$ cat src/sv/nnd_pkg.sv
// ----------------------------------------------------------------------------
// nnd_pkg: shared constants for the nearest-neighbor downscaler
// Pixel width, fixed-point fraction width, register indexes and reset sizes.
// ----------------------------------------------------------------------------
package nnd_pkg;

  localparam int PIXEL_W   = 8;
  localparam int FRAC_BITS = 16;
  localparam int CFG_IDX_W = 2;

  typedef enum logic [CFG_IDX_W-1:0] {
    REG_SRC_WIDTH  = 2'd0,
    REG_SRC_HEIGHT = 2'd1,
    REG_DST_WIDTH  = 2'd2,
    REG_DST_HEIGHT = 2'd3
  } cfg_reg_t;

  localparam int RST_SRC_WIDTH  = 240;
  localparam int RST_SRC_HEIGHT = 180;
  localparam int RST_DST_WIDTH  = 28;
  localparam int RST_DST_HEIGHT = 28;

endpackage

$ cat src/sv/nearest_neighbor_downscale.sv
// ----------------------------------------------------------------------------
// nearest_neighbor_downscale: streaming nearest-neighbor image downscaler
// Forwards the source pixels that map onto a smaller destination grid.
// ----------------------------------------------------------------------------
//  channel | signals                                  | transfer when
//  --------+------------------------------------------+------------------------
//  input   | in_valid, in_stall, pixel_in             | in_valid & !in_stall
//  output  | out_valid, out_stall, pixel_out,         | out_valid & !out_stall
//          | frame_last                               |
//  config  | cfg_we, cfg_index, cfg_data              | cfg_we
//
// One pixel per clock while in_stall is low; the pick decision is made at the
// input transfer and the result is registered in the output register, or in
// the skid entry while the output is held. After reset and each register
// write, two restoring dividers form the DIM_BITS.16 steps, one quotient bit per
// cycle, holding in_stall high. A two-entry output (register plus skid) keeps
// input flowing while a result waits; else in_stall rises only for a full skid.
module nearest_neighbor_downscale
  import nnd_pkg::*;
#(
  parameter int DIM_BITS = 8
) (
  input  logic                 clk,
  input  logic                 rst,
  input  logic                 cfg_we,
  input  logic [CFG_IDX_W-1:0] cfg_index,
  input  logic [DIM_BITS-1:0]  cfg_data,
  input  logic                 in_valid,
  output logic                 in_stall,
  input  logic [PIXEL_W-1:0]   pixel_in,
  output logic                 out_valid,
  input  logic                 out_stall,
  output logic [PIXEL_W-1:0]   pixel_out,
  output logic                 frame_last
);

  localparam int ACC_W = DIM_BITS + FRAC_BITS;
  localparam int CNT_W = $clog2(ACC_W + 1);
  localparam logic [DIM_BITS-1:0] ONE = DIM_BITS'(1);

  logic [DIM_BITS-1:0] src_width, src_height, dst_width, dst_height;
  logic [DIM_BITS-1:0] eff_sw, eff_sh, eff_dw, eff_dh, dw_raw, dh_raw;

  logic [DIM_BITS-1:0] source_column, source_row, dest_column, dest_row;
  logic [ACC_W-1:0]    column_accumulator, row_accumulator;
  logic [ACC_W-1:0]    column_step, row_step;

  // divider state
  logic                div_load;
  logic [CNT_W-1:0]    div_cnt;
  logic [ACC_W-1:0]    cquot, rquot, cquot_next, rquot_next;
  logic [DIM_BITS-1:0] crem, rrem, crem_next, rrem_next;
  logic [DIM_BITS:0]   ctrial, rtrial;
  logic                cge, rge;
  logic                busy;

  // output register and skid entry
  logic               skid_valid;
  logic [PIXEL_W-1:0] skid_pixel;
  logic               skid_last;

  logic in_xfer, out_xfer;
  logic row_hit, col_hit, hit_last, col_wrap, row_wrap;

  // effective sizes: zero acts as one, destination clamped to source
  always_comb begin
    eff_sw = (src_width  == '0) ? ONE : src_width;
    eff_sh = (src_height == '0) ? ONE : src_height;
    dw_raw = (dst_width  == '0) ? ONE : dst_width;
    dh_raw = (dst_height == '0) ? ONE : dst_height;
    eff_dw = (dw_raw > eff_sw) ? eff_sw : dw_raw;
    eff_dh = (dh_raw > eff_sh) ? eff_sh : dh_raw;
  end

  always_ff @(posedge clk) begin
    if (rst) begin
      src_width  <= DIM_BITS'(RST_SRC_WIDTH);
      src_height <= DIM_BITS'(RST_SRC_HEIGHT);
      dst_width  <= DIM_BITS'(RST_DST_WIDTH);
      dst_height <= DIM_BITS'(RST_DST_HEIGHT);
    end else if (cfg_we) begin
      case (cfg_reg_t'(cfg_index))
        REG_SRC_WIDTH:  src_width  <= cfg_data;
        REG_SRC_HEIGHT: src_height <= cfg_data;
        REG_DST_WIDTH:  dst_width  <= cfg_data;
        REG_DST_HEIGHT: dst_height <= cfg_data;
        default: ;
      endcase
    end
  end

  // restoring division step: shift one numerator bit into the remainder
  always_comb begin
    ctrial     = {crem, cquot[ACC_W-1]};
    cge        = ctrial >= {1'b0, eff_dw};
    crem_next  = cge ? DIM_BITS'(ctrial - {1'b0, eff_dw}) : ctrial[DIM_BITS-1:0];
    cquot_next = {cquot[ACC_W-2:0], cge};
    rtrial     = {rrem, rquot[ACC_W-1]};
    rge        = rtrial >= {1'b0, eff_dh};
    rrem_next  = rge ? DIM_BITS'(rtrial - {1'b0, eff_dh}) : rtrial[DIM_BITS-1:0];
    rquot_next = {rquot[ACC_W-2:0], rge};
  end

  assign busy = div_load || (div_cnt != '0);

  always_ff @(posedge clk) begin
    if (rst) begin
      div_load <= 1'b1;
      div_cnt  <= '0;
    end else if (cfg_we) begin
      div_load <= 1'b1;
      div_cnt  <= '0;
    end else if (div_load) begin
      div_load <= 1'b0;
      div_cnt  <= CNT_W'(ACC_W);
    end else if (div_cnt != '0) begin
      div_cnt <= div_cnt - CNT_W'(1);
    end
  end

  always_ff @(posedge clk) begin
    if (div_load) begin
      cquot <= {eff_sw, FRAC_BITS'(0)};
      rquot <= {eff_sh, FRAC_BITS'(0)};
      crem  <= '0;
      rrem  <= '0;
    end else if (div_cnt != '0) begin
      cquot <= cquot_next;
      rquot <= rquot_next;
      crem  <= crem_next;
      rrem  <= rrem_next;
      if (div_cnt == CNT_W'(1)) begin
        column_step <= cquot_next + ACC_W'(1);
        row_step    <= rquot_next + ACC_W'(1);
      end
    end
  end

  // pick decision for the pixel at the input
  assign in_stall = busy || skid_valid;
  assign in_xfer  = in_valid && !in_stall;
  assign out_xfer = out_valid && !out_stall;

  always_comb begin
    row_hit  = (dest_row < eff_dh) &&
               (source_row == row_accumulator[ACC_W-1:FRAC_BITS]);
    col_hit  = row_hit && (dest_column < eff_dw) &&
               (source_column == column_accumulator[ACC_W-1:FRAC_BITS]);
    hit_last = (dest_row == eff_dh - ONE) && (dest_column == eff_dw - ONE);
    col_wrap = ({1'b0, source_column} + {1'b0, ONE}) >= {1'b0, eff_sw};
    row_wrap = ({1'b0, source_row} + {1'b0, ONE}) >= {1'b0, eff_sh};
  end

  always_ff @(posedge clk) begin
    if (rst || cfg_we) begin
      source_column      <= '0;
      source_row         <= '0;
      dest_column        <= '0;
      dest_row           <= '0;
      column_accumulator <= '0;
      row_accumulator    <= '0;
    end else if (in_xfer) begin
      if (col_wrap) begin
        source_column      <= '0;
        dest_column        <= '0;
        column_accumulator <= '0;
        if (row_wrap) begin
          source_row      <= '0;
          dest_row        <= '0;
          row_accumulator <= '0;
        end else begin
          source_row <= source_row + ONE;
          if (row_hit) begin
            dest_row        <= dest_row + ONE;
            row_accumulator <= row_accumulator + row_step;
          end
        end
      end else begin
        source_column <= source_column + ONE;
        if (col_hit) begin
          dest_column        <= dest_column + ONE;
          column_accumulator <= column_accumulator + column_step;
        end
      end
    end
  end

  // output register with one skid entry
  always_ff @(posedge clk) begin
    if (rst) begin
      out_valid  <= 1'b0;
      skid_valid <= 1'b0;
    end else if (skid_valid) begin
      if (out_xfer) begin
        out_valid  <= 1'b1;
        skid_valid <= 1'b0;
      end
    end else if (!out_valid || out_xfer) begin
      out_valid <= in_xfer && col_hit;
    end else if (in_xfer && col_hit) begin
      skid_valid <= 1'b1;
    end
  end

  always_ff @(posedge clk) begin
    if (skid_valid) begin
      if (out_xfer) begin
        pixel_out  <= skid_pixel;
        frame_last <= skid_last;
      end
    end else if (!out_valid || out_xfer) begin
      pixel_out  <= pixel_in;
      frame_last <= hit_last;
    end else begin
      skid_pixel <= pixel_in;
      skid_last  <= hit_last;
    end
  end

endmodule

$ cat config.mk
export PLATFORM = sky130hd
export DESIGN_NAME = nearest_neighbor_downscale
export DESIGN_NICKNAME = d
export VERILOG_FILES = /design/src/sv/nnd_pkg.sv /design/src/sv/nearest_neighbor_downscale.sv
export SDC_FILE = /design/constraint.sdc
export NUM_CORES = 1
export LEC_CHECK = 0
export ABC_AREA = 1
export BUFFER_PORTS_ARGS = -buffer_cell sky130_fd_sc_hd__clkbuf_2
export CORE_MARGIN = 5
export CORE_UTILIZATION = 45
export CTS_CLUSTER_DIAMETER = 40
export DETAILED_ROUTE_END_ITERATION = 7
export GPL_TIMING_DRIVEN = 0
export SYNTH_ARGS = -nofsm -noshare
export SYNTH_HDL_FRONTEND = slang
export SYNTH_SLANG_ARGS = --single-unit
$ cat constraint.sdc
create_clock -name clk -period 8.3 [get_ports clk]
set_clock_uncertainty 0.1 [all_clocks]
set_input_delay 0.415 -clock clk [delete_from_list [all_inputs] [get_ports clk]]
set_output_delay 0.415 -clock clk [all_outputs]
set_load 0.02 [all_outputs]
==> qor.yml, run 1 <==
logic_synthesis:
  synth_mux_area_frac: 0
  synth_edf_count: 82
  avgSynthCellArea_um2: 7.31
  yosys_warnings: 0
  seq_area_frac_synth: 0.361
  synthCells: 2206
  synth-compound-area-share: 0.144
  synth_xor_area_frac: 0.0467
  synth-main-ff-cell: "dfxtp_1"
  synth_top_area_frac: 0.209
  syn-cell-area_um2: 16100
  synth_nets: 2342
  synth-simple-area-share: 0.277
  synth-seq-cells: 250
  netlist_top_cells_area: "dfxtp_1 21%, edfxtp_1 15%, nand2_1 12%"
  synth_cell_types: 56
  ys_async_sr_fraction: 0
  synth_top_area_cell: "dfxtp_1"
  synth_top_family_by_area: "simple AND/OR/NAND/NOR gates"
  synth-adder-area-share: 0.0891
timing:
  worstMarginPinSlew_ns: 1.25
  final.setup.tns_ns: 0
  relSlewSlack: 0.168
  finalWorstSetupSlack_ns: 1.87
  setup_viol: 0
  grt_setup_unrepaired: "false"
  fin_crit_sh: 0.775
  hold_ws_ns: 0.0483
  hold_viol: 0
  slew_viol_final: 0
  finalCriticalPeriod_ns: 6.43
  clock.fmax_mhz: 155
layout:
  diodes: 0
  fin_area_um2: 18600
  area_growth_pct: 15.4
  nNetsFinal: 2435
  final_common_cell: "nand2_1"
  layout_common_cells: "506 x nand2_1, 249 x inv_1, 195 x nor2_1, 194 x a21oi_1, 168 x dfxtp_1"
  drive_above_1_share: 0.0869
place:
  placed_area_um2: 16900
  place_ws_ns: 1.98
  hpwlAfterDp_um: 36600
  place_congestion: 0.944
  port_buffers: 33
critical_path:
  cp_top_family: "simple AND/OR/NAND/NOR gates"
  r2r_setup_slack_ns: 1.87
  crit_path_end_kind: "flip-flop"
  path_depth: 29
  required_ns: 8.51
  cp_max_fo: 10
  cp_slowest_cell: "o21ai_0"
  path_class: "flip-flop to flip-flop"
  worst_r2r_path_depth: 29
  crit_arrival_ns: 6.64
  critPathMaxStageDelay_ns: 0.72
  critical_path_buf_inv_count: 8
  crit_top_cell: "inv_1"
  startpoint_type: "flip-flop"
grt:
  grt_pass1_vias: 14495
  grt_max_degree: 26
  grtUsageTotal: 0.242
  grt_overflow: 0
  grt_pass1_wl_um: 76500
  antenna_found_initial: 0
floorplanning:
  ios: 34
  placeableCoreArea_um2: 35500
  die_h_um: 199
  initial_core_util: 0.454
  rows: 69
  dieArea_um2: 39700
  die_w_um: 199
pwr:
  ir_drop_v: 0.000184
  power.density_nw_per_um2: 197
  p_leak_nw: 8.33
clock_tree:
  clk_pin_slew_worst_paths_ns: 0.05
  clkSinkCount: 250
  cts_buffers: 46
  cts_root_buffer: "clkbuf_16"
  clk_path_buf_depth: 3
  clk_latency_ns: 0.58
  cts_tree: "done"
  htree_levels: 2
detailed_routing:
  firstDrtPassIters: 5
  ant_nets: 0
  avgRoutedWirePerCell_um: 17.1
  drtIter0Drc: 915
  drt_wl_total_um: 47900
  viasPerCell: 5.36
  num_vias: 14980
  drc: 0
outcome:
  run_status: "finished clean"
job:
  cap_violations: 0
hold_path:
  holdPathStages: 2
  hp-class: "primary input to flip-flop"
==> metal layers <==
metal | global-route usage | vias up | wire (um)
li1 | - | 7571 | -
met1 | 0.325 | 6933 | 22100
met2 | 0.398 | 377 | 21700
met3 | 0.0369 | 99 | 2510
met4 | 0.0874 | 0 | 1570
met5 | 0 | - | 0
==> area by class of cell <==
class                      instances  area, um2
multi-input combinational       1629       8980
sequential                       250       5830
clock buffer                      51       1210
fill                            3491      16900
clock inverter                    33        402
tap                              461        577
timing repair buffer              45        290
inverter                         258        970
buffer                            69        344
==> per-stage QoR <==
step                      std cells  power [W]  utilization
after global routing           2796    0.00381        0.524
after floorplan                2206    0.00159            -
after global placement         2700    0.00171        0.475
after CTS                      2796    0.00370        0.524
final                          2796    0.00367        0.524
after detailed placement       2704    0.00172        0.477
==> worst paths after layout <==
kind,from,to
hold reg to reg,src_height[0],src_height[0]
hold / removal,rst,skid_valid
setup reg to reg,src_height[6],row_step[20]
setup / recovery,src_height[6],row_step[20]
==> Yosys cell counts (3+ instances only) <==
| cell type | n |
|---|---|
| o21ai_2 | 4 |
| nand3_2 | 7 |
| o21bai_1 | 9 |
| nand2_1 | 506 |
| o21ai_0 | 144 |
| a21o_1 | 7 |
| dfxtp_1 | 168 |
| xnor2_1 | 13 |
| xor2_1 | 73 |
| fa_1 | 3 |
| a211oi_1 | 14 |
| nor4_1 | 17 |
| nor2_1 | 195 |
| nand4_1 | 33 |
| a21oi_1 | 194 |
| nor3_1 | 32 |
| nand3_1 | 155 |
| or2_2 | 8 |
| o21a_1 | 13 |
| nand2_2 | 16 |
| buf_4 | 6 |
| ha_1 | 110 |
| nand2_4 | 8 |
| buf_2 | 8 |
| edfxtp_1 | 82 |
| inv_2 | 7 |
| nor3b_1 | 9 |
| nor2_2 | 4 |
| clkbuf_1 | 46 |
| inv_1 | 249 |
| buf_6 | 7 |
| o211ai_1 | 16 |
| nand3b_1 | 10 |
==> flip-flops by register name, summed over array words and instances, names as in the netlist, 5 cells and up <==
signal and count:
dst_width 8, crem 8, div_cnt 5, src_width 8
rrem 8, column_accumulator 24, source_row 8, skid_pixel 8
src_height 8, dest_row 8, source_column 8, rquot 24
dest_column 8, row_accumulator 24, pixel_out 8, row_step 24
column_step 24, cquot 24, dst_height 8
==> cells by family (layout without fill, tap and decap cells) <==
group / Yosys count / after routing
AOI/OAI and AO/OA: 420 / 420
xor gates and xnor gates: 86 / 86
adders and majority gates: 113 / 113
buffers and inverters: 327 / 456
DFF: 250 / 250
and+or+nand+nor: 1010 / 1010
==> repair_timing <==
item,CTS,global route
hold endpoints to repair,8,0
buffers inserted,0,0
resized for setup,0,0
hold buffers,8,0
==> worst reg2reg max path, delay by kind of cell, from the launching register on <==
| family | cells | cell delay (ns) |
|---|---|---|
| simple gates | 14 | 2.26 |
| xor+xnor | 1 | 0.09 |
| flops | 1 | 0.35 |
| fa+ha+maj | 3 | 0.82 |
| compound gates | 3 | 1.52 |
| buf+inv | 8 | 1.04 |
==> where the power goes <==
part	switching [W]	internal, W
Combinational	0.000251	0.000110
Sequential	0.0000331	0.00130
Clock	0.000727	0.00124
Power figures use the tool's default switching activity.
==> run 2: changes to the inputs <==
==> constraint.sdc (replaced) <==
create_clock -name clk -period 5.3 [get_ports clk]
set_clock_uncertainty 0.1 [all_clocks]
set_input_delay 0.265 -clock clk [delete_from_list [all_inputs] [get_ports clk]]
set_output_delay 0.265 -clock clk [all_outputs]
set_load 0.02 [all_outputs]
==> qor.yml, run 2 (synthesis gave the netlist of run 1 again) <==
timing:
  slew_viol_final: 0
  finalCriticalPeriod_ns: 5.02
  worstMarginPinSlew_ns: 1.26
  hold_viol: 0
  relSlewSlack: 0.158
  clock.fmax_mhz: 199
  fin_crit_sh: 0.946
  setup_viol: 0
place:
  port_buffers: 33
  hpwlAfterDp_um: 36600
  numPlacedInstances: 2704
  placed_area_um2: 16900
  place_congestion: 0.944
pwr:
  clockPowerShare: 0.533
  swShare: 0.278
  internal_power_w: 0.00419
  power.density_nw_per_um2: 303
  ir_drop_v: 0.000290
  p_leak_nw: 8.52
  p_switching_w: 0.00161
  pwr-share-comb: 0.105
  seqPwrFrac: 0.362
detailed_routing:
  ant_nets: 0
  drt_wl_total_um: 48600
  drtIter0Drc: 935
  num_vias: 15124
  firstDrtPassIters: 5
  viasPerCell: 5.35
  avgRoutedWirePerCell_um: 17.2
  drc: 0
clock_tree:
  clk_latency_ns: 0.58
  clk_path_buf_depth: 3
  cts_root_buffer: "clkbuf_16"
  clkSinkCount: 250
  cts_tree: "done"
  clk_pin_slew_worst_paths_ns: 0.05
  cts_buffers: 46
  htree_levels: 2
layout:
  nNetsFinal: 2464
  final_common_cell: "nand2_1"
  diodes: 0
  layout_common_cells: "502 x nand2_1, 239 x inv_1, 193 x a21oi_1, 191 x nor2_1, 160 x dfxtp_1"
  area_growth_pct: 18.7
  drive_above_1_share: 0.115
  fin_cells: 2825
  fin_area_um2: 19100
critical_path:
  critPathMaxStageDelay_ns: 0.40
  crit_path_end_kind: "flip-flop"
  cp_max_fo: 10
  startpoint_type: "flip-flop"
  path_class: "flip-flop to flip-flop"
  crit_arrival_ns: 5.23
  crit_top_cell: "nand2_1"
  cp_slowest_cell: "dfxtp_2"
  required_ns: 5.51
floorplanning:
  initial_core_util: 0.454
  die_h_um: 199
  die_w_um: 199
  ios: 34
  placeableCoreArea_um2: 35500
  dieArea_um2: 39700
  rows: 69
grt:
  grtUsageTotal: 0.244
  grt_max_degree: 26
  grt_overflow: 0
  grt_pass1_vias: 14588
  antenna_found_initial: 0
  grt_pass1_wl_um: 77200
outcome:
  run_status: "finished clean"
hold_path:
  hp-class: "primary input to flip-flop"
job:
  cap_violations: 0
[run 2: final cells by class]
| cell class | instances | area [um2] |
|---|---|---|
| clock buffers | 51 | 1210 |
| fillers | 3418 | 16400 |
| flip-flops and latches | 250 | 5840 |
| inverters | 258 | 975 |
| repair buffers | 75 | 541 |
| clock inverters | 33 | 402 |
| multi-input cells | 1629 | 9240 |
| well taps | 461 | 577 |
| plain buffers | 68 | 343 |
[run 2: path summary, 6_finish.rpt]
kind	from	endpoint	slack [ns]	cells after the start
setup / recovery	src_width[2]	column_step[22]	0.28	31
hold / removal	cfg_index[1]	src_height[5]	0.03	4
setup reg to reg	src_width[2]	column_step[22]	0.28	31
hold reg to reg	row_accumulator[7]	row_accumulator[7]	0.38	2
[run 2: what timing repair did]
action,4_1_cts,5_1_grt
buffers inserted,3,17
resized for setup,30,42
pin swaps,4,13
hold buffers,18,0
endpoints found under the setup margin,15,13
hold endpoints to repair,41,0
[run 2: worst max-delay path: cells and delay by family, from the launching register on]
family                   cells  cell delay (ns)
AO/OA/AOI/OAI                2             0.23
XOR/XNOR                     1             0.16
adder cells (fa/ha/maj)      3             0.69
buffers and inverters        5             0.59
flip-flops                   1             0.40
AND/OR/NAND/NOR             20             2.54
[run 2: layer usage]
metal | GRT usage | part of all wire | vias to the layer above
met5 | 0 | 0 | -
met2 | 0.404 | 0.46 | 379
met4 | 0.0887 | 0.031 | 0
met3 | 0.0373 | 0.049 | 104
li1 | - | - | 7628
met1 | 0.326 | 0.46 | 7013
[run 2: metrics by stage]
| stage | total power, W | setup slack (ns) | util | hold WS [ns] | setup TNS, ns |
|---|---|---|---|---|---|
| floorplan | 0.00250 | 0.445 | - | 0.244 | 0 |
| global placement | 0.00268 | -1.65 | 0.475 | 0.343 | -87.79 |
| detailed placement | 0.00269 | -1.02 | 0.477 | 0.359 | -9.04 |
| CTS | 0.00580 | 0.00429 | 0.530 | 0.0155 | 0 |
| global route | 0.00602 | -0.0246 | 0.539 | 0.0541 | -0.0672 |
| finish | 0.00579 | 0.285 | 0.539 | 0.0349 | 0 |
[run 2: power by group through the flow]
stage,Sequential (W),Combinational [W],Clock [W]
floorplan,0.00212,0.000377,0
global placement,0.00213,0.000547,0
detailed placement,0.00213,0.000556,0
CTS,0.00209,0.000577,0.00313
global route,0.00210,0.000679,0.00324
finish,0.00210,0.000608,0.00309
==> run 3: changes to the inputs <==
--- a/config.mk
+++ b/config.mk
@@ -6,12 +6,13 @@
 export NUM_CORES = 1
 export LEC_CHECK = 0
 export ABC_AREA = 1
-export BUFFER_PORTS_ARGS = -buffer_cell sky130_fd_sc_hd__clkbuf_2
+export BUFFER_PORTS_ARGS = -buffer_cell sky130_fd_sc_hd__buf_4
 export CORE_MARGIN = 5
 export CORE_UTILIZATION = 45
 export CTS_CLUSTER_DIAMETER = 40
 export DETAILED_ROUTE_END_ITERATION = 7
 export GPL_TIMING_DRIVEN = 0
+export SKIP_LAST_GASP = 1
 export SYNTH_ARGS = -nofsm -noshare
 export SYNTH_HDL_FRONTEND = slang
 export SYNTH_SLANG_ARGS = --single-unit
==> constraint.sdc (replaced) <==
create_clock -name clk -period 5.6 [get_ports clk]
set_clock_uncertainty 0.1 [all_clocks]
set_input_delay 0.28 -clock clk [delete_from_list [all_inputs] [get_ports clk]]
set_output_delay 0.28 -clock clk [all_outputs]
set_load 0.02 [all_outputs]
==> qor.yml, run 3 (synthesis gave the netlist of run 1 again) <==
layout:
  final_common_cell: "nand2_1"
  fin_area_um2: 19100
  fin_cells: 2828
  nFillCells: 3433
  drive_above_1_share: 0.110
  layout_common_cells: "502 x nand2_1, 238 x inv_1, 193 x a21oi_1, 190 x nor2_1, 166 x dfxtp_1"
  nNetsFinal: 2463
  diodes: 0
  area_growth_pct: 18.2
  fin_util: 0.537
floorplanning:
  die_w_um: 199
  dieArea_um2: 39700
  placeableCoreArea_um2: 35500
  die_h_um: 199
  rows: 69
  initial_core_util: 0.454
  ios: 34
pwr:
  ir_drop_v: 0.000213
  power_w: 0.00538
  seqPwrFrac: 0.369
  swShare: 0.286
  power.density_nw_per_um2: 282
  p_leak_nw: 8.48
  clockPowerShare: 0.526
  p_switching_w: 0.00154
  pwr-share-comb: 0.105
  internal_power_w: 0.00384
job:
  cap_violations: 0
critical_path:
  cp_slowest_cell: "dfxtp_4"
  startpoint_type: "flip-flop"
  required_ns: 5.83
  critical_path_buf_inv_count: 5
  critPathMaxStageDelay_ns: 0.37
  cp_top_family: "simple AND/OR/NAND/NOR gates"
  reg2reg_from: "src_width[2]"
  crit_path_end_kind: "flip-flop"
  cp_max_fo: 10
  crit_start: "src_width[2]"
  crit_arrival_ns: 5.48
  path_class: "flip-flop to flip-flop"
clock_tree:
  clk_latency_ns: 0.59
  cts_tree: "done"
  cts_root_buffer: "clkbuf_16"
  htree_levels: 2
  clk_pin_slew_worst_paths_ns: 0.06
  clkSinkCount: 250
  cts_buffers: 48
  clk_path_buf_depth: 3
detailed_routing:
  drt_wl_total_um: 48300
  drtIter0Drc: 1128
  viasPerCell: 5.35
  firstDrtPassIters: 5
  drc: 0
  ant_nets: 0
  num_vias: 15133
  avgRoutedWirePerCell_um: 17.1
timing:
  finalCriticalPeriod_ns: 5.25
  hold_viol: 0
  relSlewSlack: 0.169
  clock.fmax_mhz: 190
  fin_crit_sh: 0.938
  worstMarginPinSlew_ns: 1.25
  setup_viol: 0
  slew_viol_final: 0
  final.setup.tns_ns: 0
place:
  place_congestion: 0.928
  port_buffers: 33
  hpwlAfterDp_um: 36900
  placed_area_um2: 17000
  numPlacedInstances: 2704
grt:
  grt_pass1_wl_um: 77000
  grtUsageTotal: 0.244
  antenna_found_initial: 0
  grt_overflow: 0
  grt_max_degree: 26
  grt_pass1_vias: 14332
hold_path:
  hp-start: "cfg_index[0]"
  hp-class: "primary input to flip-flop"
outcome:
  run_status: "finished clean"
## run 3: changes by cell type in the layout (fill, tap and decap cells not counted), moves of 3 or more
cell / delta
clkbuf_2: -33
dfxtp_1: +6
buf_6: -3
clkinvlp_4: +3
bufinv_16: -4
ha_1: +3
ha_4: -3
buf_4: +32
dfxtp_2: -7
## run 3: path summary, 6_finish.rpt
path / cells after the start / endpoint / slack, ns
min reg2reg: 2 / row_accumulator[0] / 0.37
max reg2reg: 30 / column_step[20] / 0.35
max: 30 / column_step[20] / 0.35
min: 3 / dst_width[2] / 0.03
## run 3: per-stage QoR
step           setup slack (ns)  hold slack (ns)
2_1_floorplan             0.745            0.259
3_3_place_gp              -1.24            0.354
3_5_place_dp             -0.554            0.357
4_1_cts                 0.00727          0.00917
5_1_grt                 -0.0182           0.0338
6_report                  0.348           0.0251
## run 3: final cells by class
type | instances | area (um2) | area share
Multi-Input combinational cell | 1629 | 9150 | 0.480
Sequential cell | 250 | 5830 | 0.306
Clock buffer | 55 | 1270 | 0.0666
Inverter | 258 | 972 | 0.0510
Timing Repair Buffer | 72 | 593 | 0.0311
Tap cell | 461 | 577 | 0.0303
Buffer | 68 | 347 | 0.0182
Clock inverter | 35 | 319 | 0.0167
## run 3: layer usage
| layer | vias to the layer above | track usage | part of all wire |
|---|---|---|---|
| li1 | 7634 | - | - |
| met1 | 6995 | 0.335 | 0.46 |
| met2 | 415 | 0.404 | 0.46 |
| met3 | 89 | 0.0320 | 0.056 |
| met4 | 0 | 0.0724 | 0.025 |
| met5 | - | 0 | 0 |
## run 3: worst register-to-register path, delay by kind of cell (launching register included)
| family | cells | cell delay [ns] |
|---|---|---|
| fa+ha+maj | 3 | 0.74 |
| simple gates | 20 | 2.90 |
| flops | 1 | 0.37 |
| buf+inv | 5 | 0.61 |
| compound gates | 1 | 0.19 |
| xor+xnor | 1 | 0.07 |
## run 3: power by group through the flow
stage / Clock, W / Sequential, W / Combinational, W
detailed placement: 0 / 0.00202 / 0.000533
CTS: 0.00287 / 0.00198 / 0.000550
floorplan: 0 / 0.00201 / 0.000357
global route: 0.00296 / 0.00199 / 0.000631
global placement: 0 / 0.00202 / 0.000525
finish: 0.00283 / 0.00198 / 0.000565
## run 3: what timing repair did
action,4_1_cts,5_1_grt
buffers inserted,1,16
hold buffers,18,0
hold endpoints to repair,50,0
gates resized for setup,16,39
cloned,0,0
setup endpoints to repair,11,11
pin swaps,2,11
